===== src/design/transmitter_power_sequencer_assert.svh =====
// Assertion macros shared by the sequencer modules.
// Both expect signals named clk and rst_n in the module that uses them.
`ifndef TRANSMITTER_POWER_SEQUENCER_ASSERT_SVH
`define TRANSMITTER_POWER_SEQUENCER_ASSERT_SVH

// Same-cycle implication.
`define TPS_ASSERT_IMP(lbl, ante, cons, msg) \
  lbl: assert property (@(posedge clk) disable iff (!rst_n) (ante) |-> (cons)) \
    else $error(msg);

// Next-cycle implication.
`define TPS_ASSERT_NXT(lbl, ante, cons, msg) \
  lbl: assert property (@(posedge clk) disable iff (!rst_n) (ante) |=> (cons)) \
    else $error(msg);

`endif


===== src/design/tps_pkg.sv =====
`default_nettype none
package tps_pkg;

  localparam int IN_TDATA_W     = 48;
  localparam int OUT_TDATA_W    = 16;
  localparam int CFG_ADDR_W     = 2;
  localparam int CFG_DATA_W     = 16;
  localparam int TPS_QUEUE_DEPTH = 2;

  localparam logic [CFG_ADDR_W-1:0] CFG_POLL_LIMIT   = 2'd0;
  localparam logic [CFG_ADDR_W-1:0] CFG_FAULT_WINDOW = 2'd1;
  localparam logic [CFG_ADDR_W-1:0] CFG_MAX_RESETS   = 2'd2;

  localparam logic [15:0] POLL_LIMIT_RST   = 16'd1800;
  localparam logic [7:0]  FAULT_WINDOW_RST = 8'd10;
  localparam logic [3:0]  MAX_RESETS_RST   = 4'd3;

  // client requests
  localparam logic [2:0] REQ_INVALID  = 3'd0;
  localparam logic [2:0] REQ_STATUS   = 3'd1;
  localparam logic [2:0] REQ_POWERON  = 3'd2;
  localparam logic [2:0] REQ_POWEROFF = 3'd3;
  localparam logic [2:0] REQ_STANDBY  = 3'd4;
  localparam logic [2:0] REQ_OPERATE  = 3'd5;
  localparam logic [2:0] REQ_RESET    = 3'd6;

  // transmitter commands
  localparam logic [2:0] SEND_NONE     = 3'd0;
  localparam logic [2:0] SEND_POLL     = 3'd1;
  localparam logic [2:0] SEND_POWERON  = 3'd2;
  localparam logic [2:0] SEND_POWEROFF = 3'd3;
  localparam logic [2:0] SEND_STANDBY  = 3'd4;
  localparam logic [2:0] SEND_OPERATE  = 3'd5;
  localparam logic [2:0] SEND_RESET    = 3'd6;

  localparam logic [4:0] MSG_NONE          = 5'd0;
  localparam logic [4:0] MSG_BAD_REQUEST   = 5'd1;
  localparam logic [4:0] MSG_STATUS        = 5'd2;
  localparam logic [4:0] MSG_LOCAL         = 5'd3;
  localparam logic [4:0] MSG_UNKNOWN_CMD   = 5'd4;
  localparam logic [4:0] MSG_ALREADY_ON    = 5'd5;
  localparam logic [4:0] MSG_ABORT         = 5'd6;
  localparam logic [4:0] MSG_WARMING       = 5'd7;
  localparam logic [4:0] MSG_WARM_STBY     = 5'd8;
  localparam logic [4:0] MSG_WARM_NO_STBY  = 5'd9;
  localparam logic [4:0] MSG_NOT_ON        = 5'd10;
  localparam logic [4:0] MSG_ALREADY_OFF   = 5'd11;
  localparam logic [4:0] MSG_COOLING       = 5'd12;
  localparam logic [4:0] MSG_COOL_DONE     = 5'd13;
  localparam logic [4:0] MSG_STBY_NO_COOL  = 5'd14;
  localparam logic [4:0] MSG_TX_OFF        = 5'd15;
  localparam logic [4:0] MSG_ALREADY_STBY  = 5'd16;
  localparam logic [4:0] MSG_IN_STBY       = 5'd17;
  localparam logic [4:0] MSG_NO_STBY       = 5'd18;
  localparam logic [4:0] MSG_ALREADY_OPER  = 5'd19;
  localparam logic [4:0] MSG_IN_OPER       = 5'd20;
  localparam logic [4:0] MSG_NO_OPER       = 5'd21;
  localparam logic [4:0] MSG_RESET_DONE    = 5'd22;
  localparam logic [4:0] MSG_RESET_FAIL    = 5'd23;
  localparam logic [4:0] MSG_FAULT         = 5'd24;
  localparam logic [4:0] MSG_SENT          = 5'd25;
  localparam logic [4:0] MSG_AUTO_RESET    = 5'd26;

  // bit positions in the report flag vector
  localparam int FLG_ON     = 0;
  localparam int FLG_STBY   = 1;
  localparam int FLG_FAULT  = 2;
  localparam int FLG_WARM   = 3;
  localparam int FLG_COOL   = 4;
  localparam int FLG_HV     = 5;
  localparam int FLG_REMOTE = 6;

  typedef enum logic [4:0] {
    ST_IDLE       = 5'd0,
    ST_CHECK      = 5'd1,
    ST_WAIT_ON    = 5'd2,
    ST_WAIT_WARM  = 5'd3,
    ST_WARM_CHECK = 5'd4,
    ST_OFF_STBY   = 5'd5,
    ST_COOL_START = 5'd6,
    ST_COOL_END   = 5'd7,
    ST_WAIT_STBY  = 5'd8,
    ST_WAIT_OPER  = 5'd9,
    ST_WAIT_RESET = 5'd10
  } tps_step_t;

  typedef enum logic [1:0] {
    KIND_REQ         = 2'd0,
    KIND_REQ_INVALID = 2'd1,
    KIND_REPORT      = 2'd2
  } tps_kind_t;

  typedef struct packed {
    tps_kind_t   kind;
    logic [2:0]  req;
    logic        ok;
    logic [6:0]  flags;
    logic [31:0] t;
  } tps_item_t;

  typedef struct packed {
    logic [15:0] poll_limit;
    logic [7:0]  fault_window;
    logic [3:0]  max_resets;
  } tps_cfg_t;

endpackage
`default_nettype wire


===== src/design/tps_front.sv =====
`default_nettype none
module tps_front (
  input  wire                            clk,
  input  wire                            rst_n,
  input  wire                            in_tvalid,
  output logic                           in_tready,
  // request[2:0], poll_ok, unit_on, in_standby, fault_summary, warming_up,
  // cooling_down, hv_ready, remote_ctl, time_seconds[42:11], zero fill
  input  wire  [tps_pkg::IN_TDATA_W-1:0] in_tdata,
  // command
  input  wire                            in_tuser,
  output logic                           item_valid,
  input  wire                            item_ready,
  output tps_pkg::tps_item_t             item
);
  import tps_pkg::*;

  logic      valid_r;
  tps_item_t item_r;
  tps_item_t item_nxt;

  assign in_tready  = !valid_r || item_ready;
  assign item_valid = valid_r;
  assign item       = item_r;

  always_comb begin
    item_nxt.req   = in_tdata[2:0];
    item_nxt.ok    = in_tdata[3];
    item_nxt.flags = in_tdata[10:4];
    item_nxt.t     = in_tdata[42:11];
    if (in_tuser) begin
      item_nxt.kind = KIND_REPORT;
    end else if (in_tdata[2:0] == REQ_INVALID) begin
      item_nxt.kind = KIND_REQ_INVALID;
    end else begin
      item_nxt.kind = KIND_REQ;
    end
  end

  always_ff @(posedge clk) begin
    if (!rst_n) begin
      valid_r <= 1'b0;
    end else if (in_tready) begin
      valid_r <= in_tvalid;
    end
  end

  always_ff @(posedge clk) begin
    if (in_tvalid && in_tready) begin
      item_r <= item_nxt;
    end
  end

endmodule
`default_nettype wire


===== src/design/tps_queue.sv =====
`default_nettype none
module tps_queue #(
  parameter int DEPTH = tps_pkg::TPS_QUEUE_DEPTH
) (
  input  wire                clk,
  input  wire                rst_n,
  input  wire                push_valid,
  output logic               push_ready,
  input  tps_pkg::tps_item_t push_data,
  output logic               pop_valid,
  input  wire                pop_ready,
  output tps_pkg::tps_item_t pop_data
);
  import tps_pkg::*;

  localparam int PW = (DEPTH > 1) ? $clog2(DEPTH) : 1;
  localparam int CW = $clog2(DEPTH + 1);

  tps_item_t       mem_r [DEPTH];
  logic [PW-1:0]   wr_r;
  logic [PW-1:0]   rd_r;
  logic [CW-1:0]   cnt_r;
  logic [PW-1:0]   wr_nxt;
  logic [PW-1:0]   rd_nxt;
  logic [CW-1:0]   cnt_nxt;
  logic            push;
  logic            pop;

  assign push_ready = cnt_r != CW'(DEPTH);
  assign pop_valid  = cnt_r != '0;
  assign pop_data   = mem_r[rd_r];
  assign push       = push_valid && push_ready;
  assign pop        = pop_valid && pop_ready;

  always_comb begin
    wr_nxt  = wr_r;
    rd_nxt  = rd_r;
    cnt_nxt = cnt_r;
    if (push) begin
      wr_nxt = (wr_r == PW'(DEPTH - 1)) ? '0 : wr_r + 1'b1;
    end
    if (pop) begin
      rd_nxt = (rd_r == PW'(DEPTH - 1)) ? '0 : rd_r + 1'b1;
    end
    if (push && !pop) begin
      cnt_nxt = cnt_r + 1'b1;
    end else if (pop && !push) begin
      cnt_nxt = cnt_r - 1'b1;
    end
  end

  always_ff @(posedge clk) begin
    if (!rst_n) begin
      wr_r  <= '0;
      rd_r  <= '0;
      cnt_r <= '0;
    end else begin
      wr_r  <= wr_nxt;
      rd_r  <= rd_nxt;
      cnt_r <= cnt_nxt;
    end
  end

  always_ff @(posedge clk) begin
    if (push) begin
      mem_r[wr_r] <= push_data;
    end
  end

`include "transmitter_power_sequencer_assert.svh"

  `TPS_ASSERT_IMP(a_cnt_bound, 1'b1, cnt_r <= CW'(DEPTH), "queue count above depth")
  `TPS_ASSERT_NXT(a_push_grows, push && !pop, cnt_r == $past(cnt_r) + 1'b1, "push lost")
  `TPS_ASSERT_NXT(a_head_holds, pop_valid && !pop_ready, pop_valid && $stable(rd_r),
                  "queue head dropped while stalled")

endmodule
`default_nettype wire


===== src/design/tps_back.sv =====
`default_nettype none
module tps_back (
  input  wire                clk,
  input  wire                rst_n,
  input  tps_pkg::tps_cfg_t  cfg,
  input  wire                item_valid,
  output logic               item_ready,
  input  tps_pkg::tps_item_t item,
  output logic               res_valid,
  input  wire                res_ready,
  output logic [2:0]         res_send,
  output logic [4:0]         res_msg,
  output logic               res_done,
  output logic [6:0]         res_flags
);
  import tps_pkg::*;

  tps_step_t   step_r,  step_nxt;
  logic [2:0]  req_r,   req_nxt;
  logic [15:0] cnt_r,   cnt_nxt;
  logic [31:0] lft_r,   lft_nxt;
  logic        lfv_r,   lfv_nxt;
  logic [3:0]  arc_r,   arc_nxt;

  logic        out_valid_r;
  logic [2:0]  out_send_r;
  logic [4:0]  out_msg_r;
  logic        out_done_r;
  logic [6:0]  out_flags_r;

  logic [2:0]  send;
  logic [4:0]  msg;
  logic        done;
  logic [6:0]  flags;

  logic        take;
  logic        is_rep;
  logic        ok, on, stby, fault, warm, cool, hv, remote;
  logic        wait_cond;
  logic        wait_end;
  logic [31:0] base_t;
  logic [31:0] gap;
  logic        gap_over;
  logic        arc_ok;
  logic        auto_fire;

  assign item_ready = !out_valid_r || res_ready;
  assign take       = item_valid && item_ready;

  assign is_rep = item.kind == KIND_REPORT;
  assign ok     = item.ok;
  assign on     = item.flags[FLG_ON];
  assign stby   = item.flags[FLG_STBY];
  assign fault  = item.flags[FLG_FAULT];
  assign warm   = item.flags[FLG_WARM];
  assign cool   = item.flags[FLG_COOL];
  assign hv     = item.flags[FLG_HV];
  assign remote = item.flags[FLG_REMOTE];

  assign base_t    = lfv_r ? lft_r : item.t;
  assign gap       = item.t - base_t;
  assign gap_over  = gap > {24'd0, cfg.fault_window};
  assign arc_ok    = arc_r < cfg.max_resets;
  assign auto_fire = ok && fault && (gap_over || arc_ok);

  always_comb begin
    case (step_r)
      ST_WAIT_ON:    wait_cond = on;
      ST_WAIT_WARM:  wait_cond = !warm;
      ST_OFF_STBY:   wait_cond = stby;
      ST_COOL_START: wait_cond = cool;
      ST_COOL_END:   wait_cond = !cool;
      ST_WAIT_STBY:  wait_cond = stby;
      ST_WAIT_OPER:  wait_cond = hv;
      ST_WAIT_RESET: wait_cond = !fault;
      default:       wait_cond = 1'b0;
    endcase
  end

  assign wait_end = wait_cond || (cnt_r >= cfg.poll_limit);

  // next state
  always_comb begin
    step_nxt = step_r;
    req_nxt  = req_r;
    cnt_nxt  = cnt_r;
    lft_nxt  = lft_r;
    lfv_nxt  = lfv_r;
    arc_nxt  = arc_r;
    case (step_r)
      ST_IDLE: begin
        if (item.kind == KIND_REQ) begin
          step_nxt = ST_CHECK;
          req_nxt  = item.req;
        end else if (is_rep && ok && fault) begin
          if (gap_over) begin
            arc_nxt = 4'd1;
          end else if (arc_ok) begin
            arc_nxt = arc_r + 4'd1;
          end
          lft_nxt = item.t;
          lfv_nxt = 1'b1;
        end
      end
      ST_CHECK: begin
        if (is_rep) begin
          step_nxt = ST_IDLE;
          cnt_nxt  = '0;
          if (ok && remote && req_r != REQ_STATUS) begin
            case (req_r)
              REQ_POWERON:  if (!on) step_nxt = ST_WAIT_ON;
              REQ_POWEROFF: if (on) step_nxt = stby ? ST_COOL_START : ST_OFF_STBY;
              REQ_STANDBY:  if (on && !stby) step_nxt = ST_WAIT_STBY;
              REQ_OPERATE:  if (stby) step_nxt = ST_WAIT_OPER;
              REQ_RESET:    if (on) step_nxt = ST_WAIT_RESET;
              default:      step_nxt = ST_IDLE;
            endcase
          end
        end
      end
      default: begin
        if (is_rep) begin
          if (!ok || step_r == ST_WARM_CHECK) begin
            step_nxt = ST_IDLE;
          end else if (!wait_end) begin
            cnt_nxt = cnt_r + 16'd1;
          end else begin
            step_nxt = ST_IDLE;
            cnt_nxt  = '0;
            case (step_r)
              ST_WAIT_ON:    if (!fault && on) step_nxt = ST_WAIT_WARM;
              ST_WAIT_WARM:  step_nxt = ST_WARM_CHECK;
              ST_OFF_STBY:   if (stby) step_nxt = ST_COOL_START;
              ST_COOL_START: if (cool) step_nxt = ST_COOL_END;
              default:       step_nxt = ST_IDLE;
            endcase
          end
        end
      end
    endcase
  end

  // result
  always_comb begin
    send  = SEND_NONE;
    msg   = MSG_NONE;
    done  = 1'b0;
    flags = '0;
    case (step_r)
      ST_IDLE: begin
        case (item.kind)
          KIND_REQ_INVALID: begin
            msg  = MSG_BAD_REQUEST;
            done = 1'b1;
          end
          KIND_REQ: send = SEND_POLL;
          KIND_REPORT: begin
            if (auto_fire) begin
              send = SEND_RESET;
              msg  = MSG_AUTO_RESET;
            end
          end
          default: send = SEND_NONE;
        endcase
      end
      ST_CHECK: begin
        if (is_rep) begin
          done = 1'b1;
          if (!ok) begin
            msg = MSG_LOCAL;
          end else if (req_r == REQ_STATUS) begin
            msg   = MSG_STATUS;
            flags = item.flags;
          end else if (!remote) begin
            msg = MSG_LOCAL;
          end else begin
            case (req_r)
              REQ_POWERON: begin
                if (on) begin
                  msg = MSG_ALREADY_ON;
                end else begin
                  send = SEND_POWERON; msg = MSG_SENT; done = 1'b0;
                end
              end
              REQ_POWEROFF: begin
                if (!on) begin
                  msg = MSG_ALREADY_OFF;
                end else if (!stby) begin
                  send = SEND_STANDBY; msg = MSG_SENT; done = 1'b0;
                end else begin
                  send = SEND_POWEROFF; msg = MSG_COOLING; done = 1'b0;
                end
              end
              REQ_STANDBY: begin
                if (on && !stby) begin
                  send = SEND_STANDBY; msg = MSG_SENT; done = 1'b0;
                end else begin
                  msg = on ? MSG_ALREADY_STBY : MSG_TX_OFF;
                end
              end
              REQ_OPERATE: begin
                if (stby) begin
                  send = SEND_OPERATE; msg = MSG_SENT; done = 1'b0;
                end else begin
                  msg = on ? MSG_ALREADY_OPER : MSG_TX_OFF;
                end
              end
              REQ_RESET: begin
                if (on) begin
                  send = SEND_RESET; msg = MSG_SENT; done = 1'b0;
                end else begin
                  msg = MSG_TX_OFF;
                end
              end
              default: msg = MSG_UNKNOWN_CMD;
            endcase
          end
        end
      end
      default: begin
        if (is_rep) begin
          if (!ok) begin
            msg  = MSG_ABORT;
            done = 1'b1;
          end else if (step_r == ST_WARM_CHECK) begin
            msg  = stby ? MSG_WARM_STBY : MSG_WARM_NO_STBY;
            done = 1'b1;
          end else if (!wait_end) begin
            send = SEND_POLL;
          end else begin
            done = 1'b1;
            case (step_r)
              ST_WAIT_ON: begin
                if (fault) begin
                  msg = MSG_FAULT;
                end else if (on) begin
                  send = SEND_POLL; msg = MSG_WARMING; done = 1'b0;
                end else begin
                  msg = MSG_NOT_ON;
                end
              end
              ST_WAIT_WARM: begin
                send = SEND_POLL; done = 1'b0;
              end
              ST_OFF_STBY: begin
                if (stby) begin
                  send = SEND_POWEROFF; msg = MSG_COOLING; done = 1'b0;
                end else begin
                  msg = MSG_NO_STBY;
                end
              end
              ST_COOL_START: begin
                if (cool) begin
                  send = SEND_POLL; done = 1'b0;
                end else begin
                  msg = MSG_STBY_NO_COOL;
                end
              end
              ST_COOL_END:   msg = MSG_COOL_DONE;
              ST_WAIT_STBY:  msg = fault ? MSG_FAULT : (stby ? MSG_IN_STBY : MSG_NO_STBY);
              ST_WAIT_OPER:  msg = fault ? MSG_FAULT : (hv ? MSG_IN_OPER : MSG_NO_OPER);
              ST_WAIT_RESET: msg = fault ? MSG_FAULT :
                                   (stby ? MSG_RESET_DONE : MSG_RESET_FAIL);
              default:       done = 1'b0;
            endcase
          end
        end
      end
    endcase
  end

  always_ff @(posedge clk) begin
    if (!rst_n) begin
      step_r      <= ST_IDLE;
      req_r       <= '0;
      cnt_r       <= '0;
      lft_r       <= '0;
      lfv_r       <= 1'b0;
      arc_r       <= '0;
      out_valid_r <= 1'b0;
    end else begin
      if (take) begin
        step_r <= step_nxt;
        req_r  <= req_nxt;
        cnt_r  <= cnt_nxt;
        lft_r  <= lft_nxt;
        lfv_r  <= lfv_nxt;
        arc_r  <= arc_nxt;
      end
      if (take) begin
        out_valid_r <= 1'b1;
      end else if (res_ready) begin
        out_valid_r <= 1'b0;
      end
    end
  end

  always_ff @(posedge clk) begin
    if (take) begin
      out_send_r  <= send;
      out_msg_r   <= msg;
      out_done_r  <= done;
      out_flags_r <= flags;
    end
  end

  assign res_valid = out_valid_r;
  assign res_send  = out_send_r;
  assign res_msg   = out_msg_r;
  assign res_done  = out_done_r;
  assign res_flags = out_flags_r;

`include "transmitter_power_sequencer_assert.svh"

  `TPS_ASSERT_NXT(a_done_idle, take && done, step_r == ST_IDLE, "sequence not ended on done")
  `TPS_ASSERT_IMP(a_poweron_src, take && send == SEND_POWERON, step_r == ST_CHECK,
                  "power on sent outside check")
  `TPS_ASSERT_NXT(a_busy_ignore, take && !is_rep && step_r != ST_IDLE,
                  out_send_r == SEND_NONE && !out_done_r && out_msg_r == MSG_NONE,
                  "request while busy not ignored")

endmodule
`default_nettype wire


===== src/design/transmitter_power_sequencer.sv =====
`default_nettype none
// Path: out_tvalid is registered; an accepted beat passes the input register,
//   the queue, then the sequencer output register.
// Throughput: 1 beat per cycle while out_tready is high; one state step per beat.
// Reset: synchronous, active low; sequencer returns to idle, fault history and
//   auto-reset count clear, the queue empties and registers take their defaults.
module transmitter_power_sequencer #(
  parameter int QUEUE_DEPTH = tps_pkg::TPS_QUEUE_DEPTH
) (
  input  wire                             clk,
  input  wire                             rst_n,
  input  wire                             in_tvalid,
  output logic                            in_tready,
  // request[2:0], poll_ok, unit_on, in_standby, fault_summary, warming_up,
  // cooling_down, hv_ready, remote_ctl, time_seconds[42:11], zero fill
  input  wire  [tps_pkg::IN_TDATA_W-1:0]  in_tdata,
  // command
  input  wire                             in_tuser,
  output logic                            out_tvalid,
  input  wire                             out_tready,
  // tx_send[2:0], message[7:3], status_flags[14:8], zero fill
  output logic [tps_pkg::OUT_TDATA_W-1:0] out_tdata,
  // message_valid
  output logic                            out_tuser,
  output logic                            out_tlast,
  input  wire                             cfg_we,
  input  wire  [tps_pkg::CFG_ADDR_W-1:0]  cfg_addr,
  input  wire  [tps_pkg::CFG_DATA_W-1:0]  cfg_wdata
);
  import tps_pkg::*;

  tps_cfg_t  cfg_r;
  logic      f_valid, f_ready;
  tps_item_t f_item;
  logic      q_valid, q_ready;
  tps_item_t q_item;
  logic [2:0] res_send;
  logic [4:0] res_msg;
  logic [6:0] res_flags;

  always_ff @(posedge clk) begin
    if (!rst_n) begin
      cfg_r.poll_limit   <= POLL_LIMIT_RST;
      cfg_r.fault_window <= FAULT_WINDOW_RST;
      cfg_r.max_resets   <= MAX_RESETS_RST;
    end else if (cfg_we) begin
      case (cfg_addr)
        CFG_POLL_LIMIT:   cfg_r.poll_limit   <= cfg_wdata;
        CFG_FAULT_WINDOW: cfg_r.fault_window <= cfg_wdata[7:0];
        CFG_MAX_RESETS:   cfg_r.max_resets   <= cfg_wdata[3:0];
        default:          cfg_r <= cfg_r;
      endcase
    end
  end

  tps_front u_front (
    .clk        (clk),
    .rst_n      (rst_n),
    .in_tvalid  (in_tvalid),
    .in_tready  (in_tready),
    .in_tdata   (in_tdata),
    .in_tuser   (in_tuser),
    .item_valid (f_valid),
    .item_ready (f_ready),
    .item       (f_item)
  );

  tps_queue #(
    .DEPTH (QUEUE_DEPTH)
  ) u_queue (
    .clk        (clk),
    .rst_n      (rst_n),
    .push_valid (f_valid),
    .push_ready (f_ready),
    .push_data  (f_item),
    .pop_valid  (q_valid),
    .pop_ready  (q_ready),
    .pop_data   (q_item)
  );

  tps_back u_back (
    .clk        (clk),
    .rst_n      (rst_n),
    .cfg        (cfg_r),
    .item_valid (q_valid),
    .item_ready (q_ready),
    .item       (q_item),
    .res_valid  (out_tvalid),
    .res_ready  (out_tready),
    .res_send   (res_send),
    .res_msg    (res_msg),
    .res_done   (out_tlast),
    .res_flags  (res_flags)
  );

  assign out_tdata = {1'b0, res_flags, res_msg, res_send};
  assign out_tuser = res_msg != MSG_NONE;

endmodule
`default_nettype wire


===== config.mk =====
export PLATFORM = sky130hd
export DESIGN_NAME = transmitter_power_sequencer
export DESIGN_NICKNAME = d
export VERILOG_FILES = /design/src/design/tps_pkg.sv /design/src/design/tps_front.sv /design/src/design/tps_queue.sv /design/src/design/tps_back.sv /design/src/design/transmitter_power_sequencer.sv
export VERILOG_INCLUDE_DIRS = /design/src /design/src/design
export SDC_FILE = /design/constraint.sdc
export NUM_CORES = 1
export LEC_CHECK = 0
export BUFFER_PORTS_ARGS = -buffer_cell sky130_fd_sc_hd__buf_2
export CAP_MARGIN = 10
export CORE_MARGIN = 4
export CORE_UTILIZATION = 40
export CTS_BUF_LIST = sky130_fd_sc_hd__clkbuf_8 sky130_fd_sc_hd__clkbuf_16
export DETAILED_ROUTE_END_ITERATION = 8
export GPL_ROUTABILITY_DRIVEN = 1
export GPL_TIMING_DRIVEN = 0
export PLACE_DENSITY = 0.54
export SETUP_SLACK_MARGIN = 0.15
export SLEW_MARGIN = 20
export SYNTH_ARGS = -nofsm -noshare
export SYNTH_HDL_FRONTEND = slang
export SYNTH_HIERARCHICAL = 1
export SYNTH_SLANG_ARGS = --single-unit

===== constraint.sdc =====
create_clock -name clk -period 9.6 [get_ports clk]
set_clock_uncertainty 0.1 [all_clocks]
set_input_delay 0.48 -clock clk [delete_from_list [all_inputs] [get_ports clk]]
set_output_delay 0.48 -clock clk [all_outputs]
set_load 0.01 [all_outputs]

==> impl_metrics.csv <==
group,metric,value,unit
run_status,status,"finished, final reports clean",
die,start_util,0.405,
die,pin_count,92,
yosys,synth_area_leader_cell,"edfxtp_1",
yosys,syn_nets,1405,
die,fp.dieH,190,microns
yosys,netlist_instances,1269,
die,row_count,66,
power,p_per_area,259,nW/um^2
yosys,synth_most_common_cell,"nand2_1",
clock_tree,cts_inserted_buffers,28,
route,routed-via-count,9906,
clock_tree,clock-root-buffer,"clkbuf_16",
worst_hold_path,hold_class,"primary input to flop",
clock_tree,cts_resized,0,
route,routed_via_density,5.28,
power,p_leak,0.00574,uW
sta,fin_crit_sh,0.613,
power,peakVddDrop,145,uV
die,die_area,35900,sq um
cells_and_area,fillers,3116,
placed_design,dp_cells,1797,
yosys,ys.warnings.count,6,
sta,maxSlewHeadroom,0.307,
sta,final.setup.tns,0,ns
yosys,avgSynthCellArea,10.4,sq um
cells_and_area,instances_no_fill,1876,
worst_setup_path,path_max_fanout,10,
clock_tree,insertion_delay,0.54,ns
yosys,synth_common_cells,"nand2_1, edfxtp_1, a21oi_1",
worst_setup_path,critPathLaunchType,"flop",
die,die_w,190,microns
clock_tree,cts_tree,"yes",
cells_and_area,nNetsFinal,1549,
placed_design,hpwl,22800,microns
global_routing,grtUsageTotal,0.172,
sta,maxSlewViolCount,0,
placed_design,gp_congestion,0.876,
job,timing.max_cap.violations,0,
worst_setup_path,cp-end-kind,"flop",
sta,hold_violations,0,
yosys,synth_top_area_frac,0.344,
route,wl_per_cell,16.8,microns
sta,rsz0062_at_grt,"false",
global_routing,grt_pass1_vias,9432,
route,ant_nets,0,
worst_setup_path,worst-setup-path-type,"flop to flop",
clock_tree,cts_max_path_buffers,3,
route,drtIter0Drc,670,
die,fp.coreArea,32500,sq um
route,route.detailed.drc,0,
worst_setup_path,cp.required,9.77,ns
global_routing,antenna_found_initial,0,
route,firstDrtPassIters,5,
yosys,postSynth.asyncResetShare,0,
cells_and_area,syn_to_final_growth,16.8,%
clock_tree,cts_max_level,1,
yosys,ys.flop_type,"edfxtp_1",
sta,finalSetupViolCount,0,
sta,timing.fmax,170,MHz
route,wl,31600,microns
global_routing,overflow,0,
clock_tree,clkTransAtPathRegs,0.06,ns
global_routing,grt_pass1_wl,50600,microns
yosys,synth.distinct_cells,91,
global_routing,grt_max_degree,46,
clock_tree,clock_sinks,246,
yosys,ys_seq_area_frac,0.488,
cells_and_area,antenna_cells,0,
worst_hold_path,hold_start,"in_tdata[10]",
yosys,synth.ff_latch_count,246,
sta,worstMarginPinSlew,1.03,ns
yosys,synth_edf_count,151,
yosys,synthTopCellsByArea,"edfxtp_1, dfxtp_1, ha_1, nand2_1, mux2i_1",
sta,fin_crit,5.89,ns
cells_and_area,drive_above_1_share,0.165,
placed_design,io_buffers,85,
worst_setup_path,arrival,6.05,ns
yosys,syn_area,13200,sq um
layout by cell type (no fill, tap or decap), types with 28 or more instances in the layout:
| master | count |
|---|---|
| buf_2 | 95 |
| ha_1 | 63 |
| edfxtp_1 | 151 |
| clkbuf_1 | 39 |
| mux2i_1 | 61 |
| a21oi_1 | 108 |
| dlygate4sd3_1 | 28 |
| o21ai_0 | 49 |
| nand2_1 | 163 |
| nand3_1 | 29 |
| inv_1 | 58 |
| mux2_2 | 46 |
| dfxtp_1 | 95 |
| clkbuf_16 | 29 |
| nor2_1 | 61 |
worst max-delay path, stage by stage, from the launching register on:
cell and delay, ns:
dfxtp_1 0.30, buf_2 0.29, buf_2 0.37, mux2_2 0.39, inv_1 0.08, o21ai_0 0.09
ha_1 0.24, fa_1 0.40, nand2b_1 0.21, a21o_1 0.22, nand2_1 0.08, xnor2_1 0.11
ha_1 0.31, nand4_1 0.11, nor3_1 0.26, nor2_1 0.07, a21oi_1 0.28, o311ai_0 0.24
a2111o_1 0.38, nor4b_4 0.37, nand4_4 0.22, o21ai_2 0.33, nand3_1 0.14
state kept, by name (all words and copies together) (netlist names), named ones only:
signal,cells
u_queue/rd_r,1
u_front/item,45
u_back/lfv_r,1
u_back/res_msg,5
u_front/item_valid,1
u_back/step_r,4
u_queue/cnt_r,2
u_back/req_r,3
u_back/res_done,1
u_queue/mem_r,90
u_back/arc_r,4
u_queue/wr_r,1
u_back/cnt_r,16
u_back/res_flags,7
cfg_r,28
u_back/res_send,3
u_back/res_valid,1
u_back/lft_r,32
cell type report:
class | count | area (sq um) | share of cell area
sequential | 246 | 6440 | 0.418
tap | 442 | 553 | 0.0359
timing repair buffer | 114 | 726 | 0.0471
multi-input combinational | 907 | 6240 | 0.405
inverter | 55 | 206 | 0.0134
buffer | 61 | 307 | 0.0199
clock buffer | 32 | 767 | 0.0498
clock inverter | 19 | 163 | 0.0106
final timing paths:
path / depth (start not counted) / end / slack [ns]
worst min-delay path: 1 / u_front/item[38] / 0.03
worst max register to register: 22 / u_back/res_msg[3] / 3.71
worst max-delay path: 22 / u_back/res_msg[3] / 3.71
worst min register to register: 0 / u_queue/mem_r[1][4] / 0.34
repair_timing:
action	CTS	global route
setup buffers	0	0
hold endpoints to repair	27	1
hold buffers	27	1
where the power goes:
group,internal (uW),switching (uW),total [uW]
clock network,646,416,1060
logic,654,1000,1660
registers,1240,33.2,1270
total,2540,1450,3990
metrics by stage:
step / hold slack, ns / power (uW) / area [sq um] / setup WS, ns / util
after detailed placement: 0.330 / 2930 / 14200 / 3.77 / 0.436
after floorplan: 0.321 / 2530 / 13200 / 4.97 / -
after global placement: 0.324 / 2930 / 14200 / 3.75 / 0.435
after CTS: 0.000287 / 4030 / 15400 / 3.73 / 0.473
final: 0.0252 / 3990 / 15400 / 3.71 / 0.473
after global routing: 0.00210 / 4260 / 15400 / 3.41 / 0.473
cell families after synthesis:
family,after synthesis,share of synthesized area
flops,246,0.488
fa+ha+maj,64,0.0613
compound gates,296,0.148
mux,107,0.0856
xor+xnor,29,0.0193
other cells,1,0.000284
buf+inv,116,0.0389
simple gates,410,0.159
routing by layer:
metal / vias up / GRT usage / wire (microns)
li1: 4937 / - / -
met5: - / 0 / 0
met2: 216 / 0.270 / 14000
met3: 43 / 0.0239 / 1470
met4: 0 / 0.0392 / 640
met1: 4710 / 0.253 / 15400
Power figures use the tool's default switching activity.
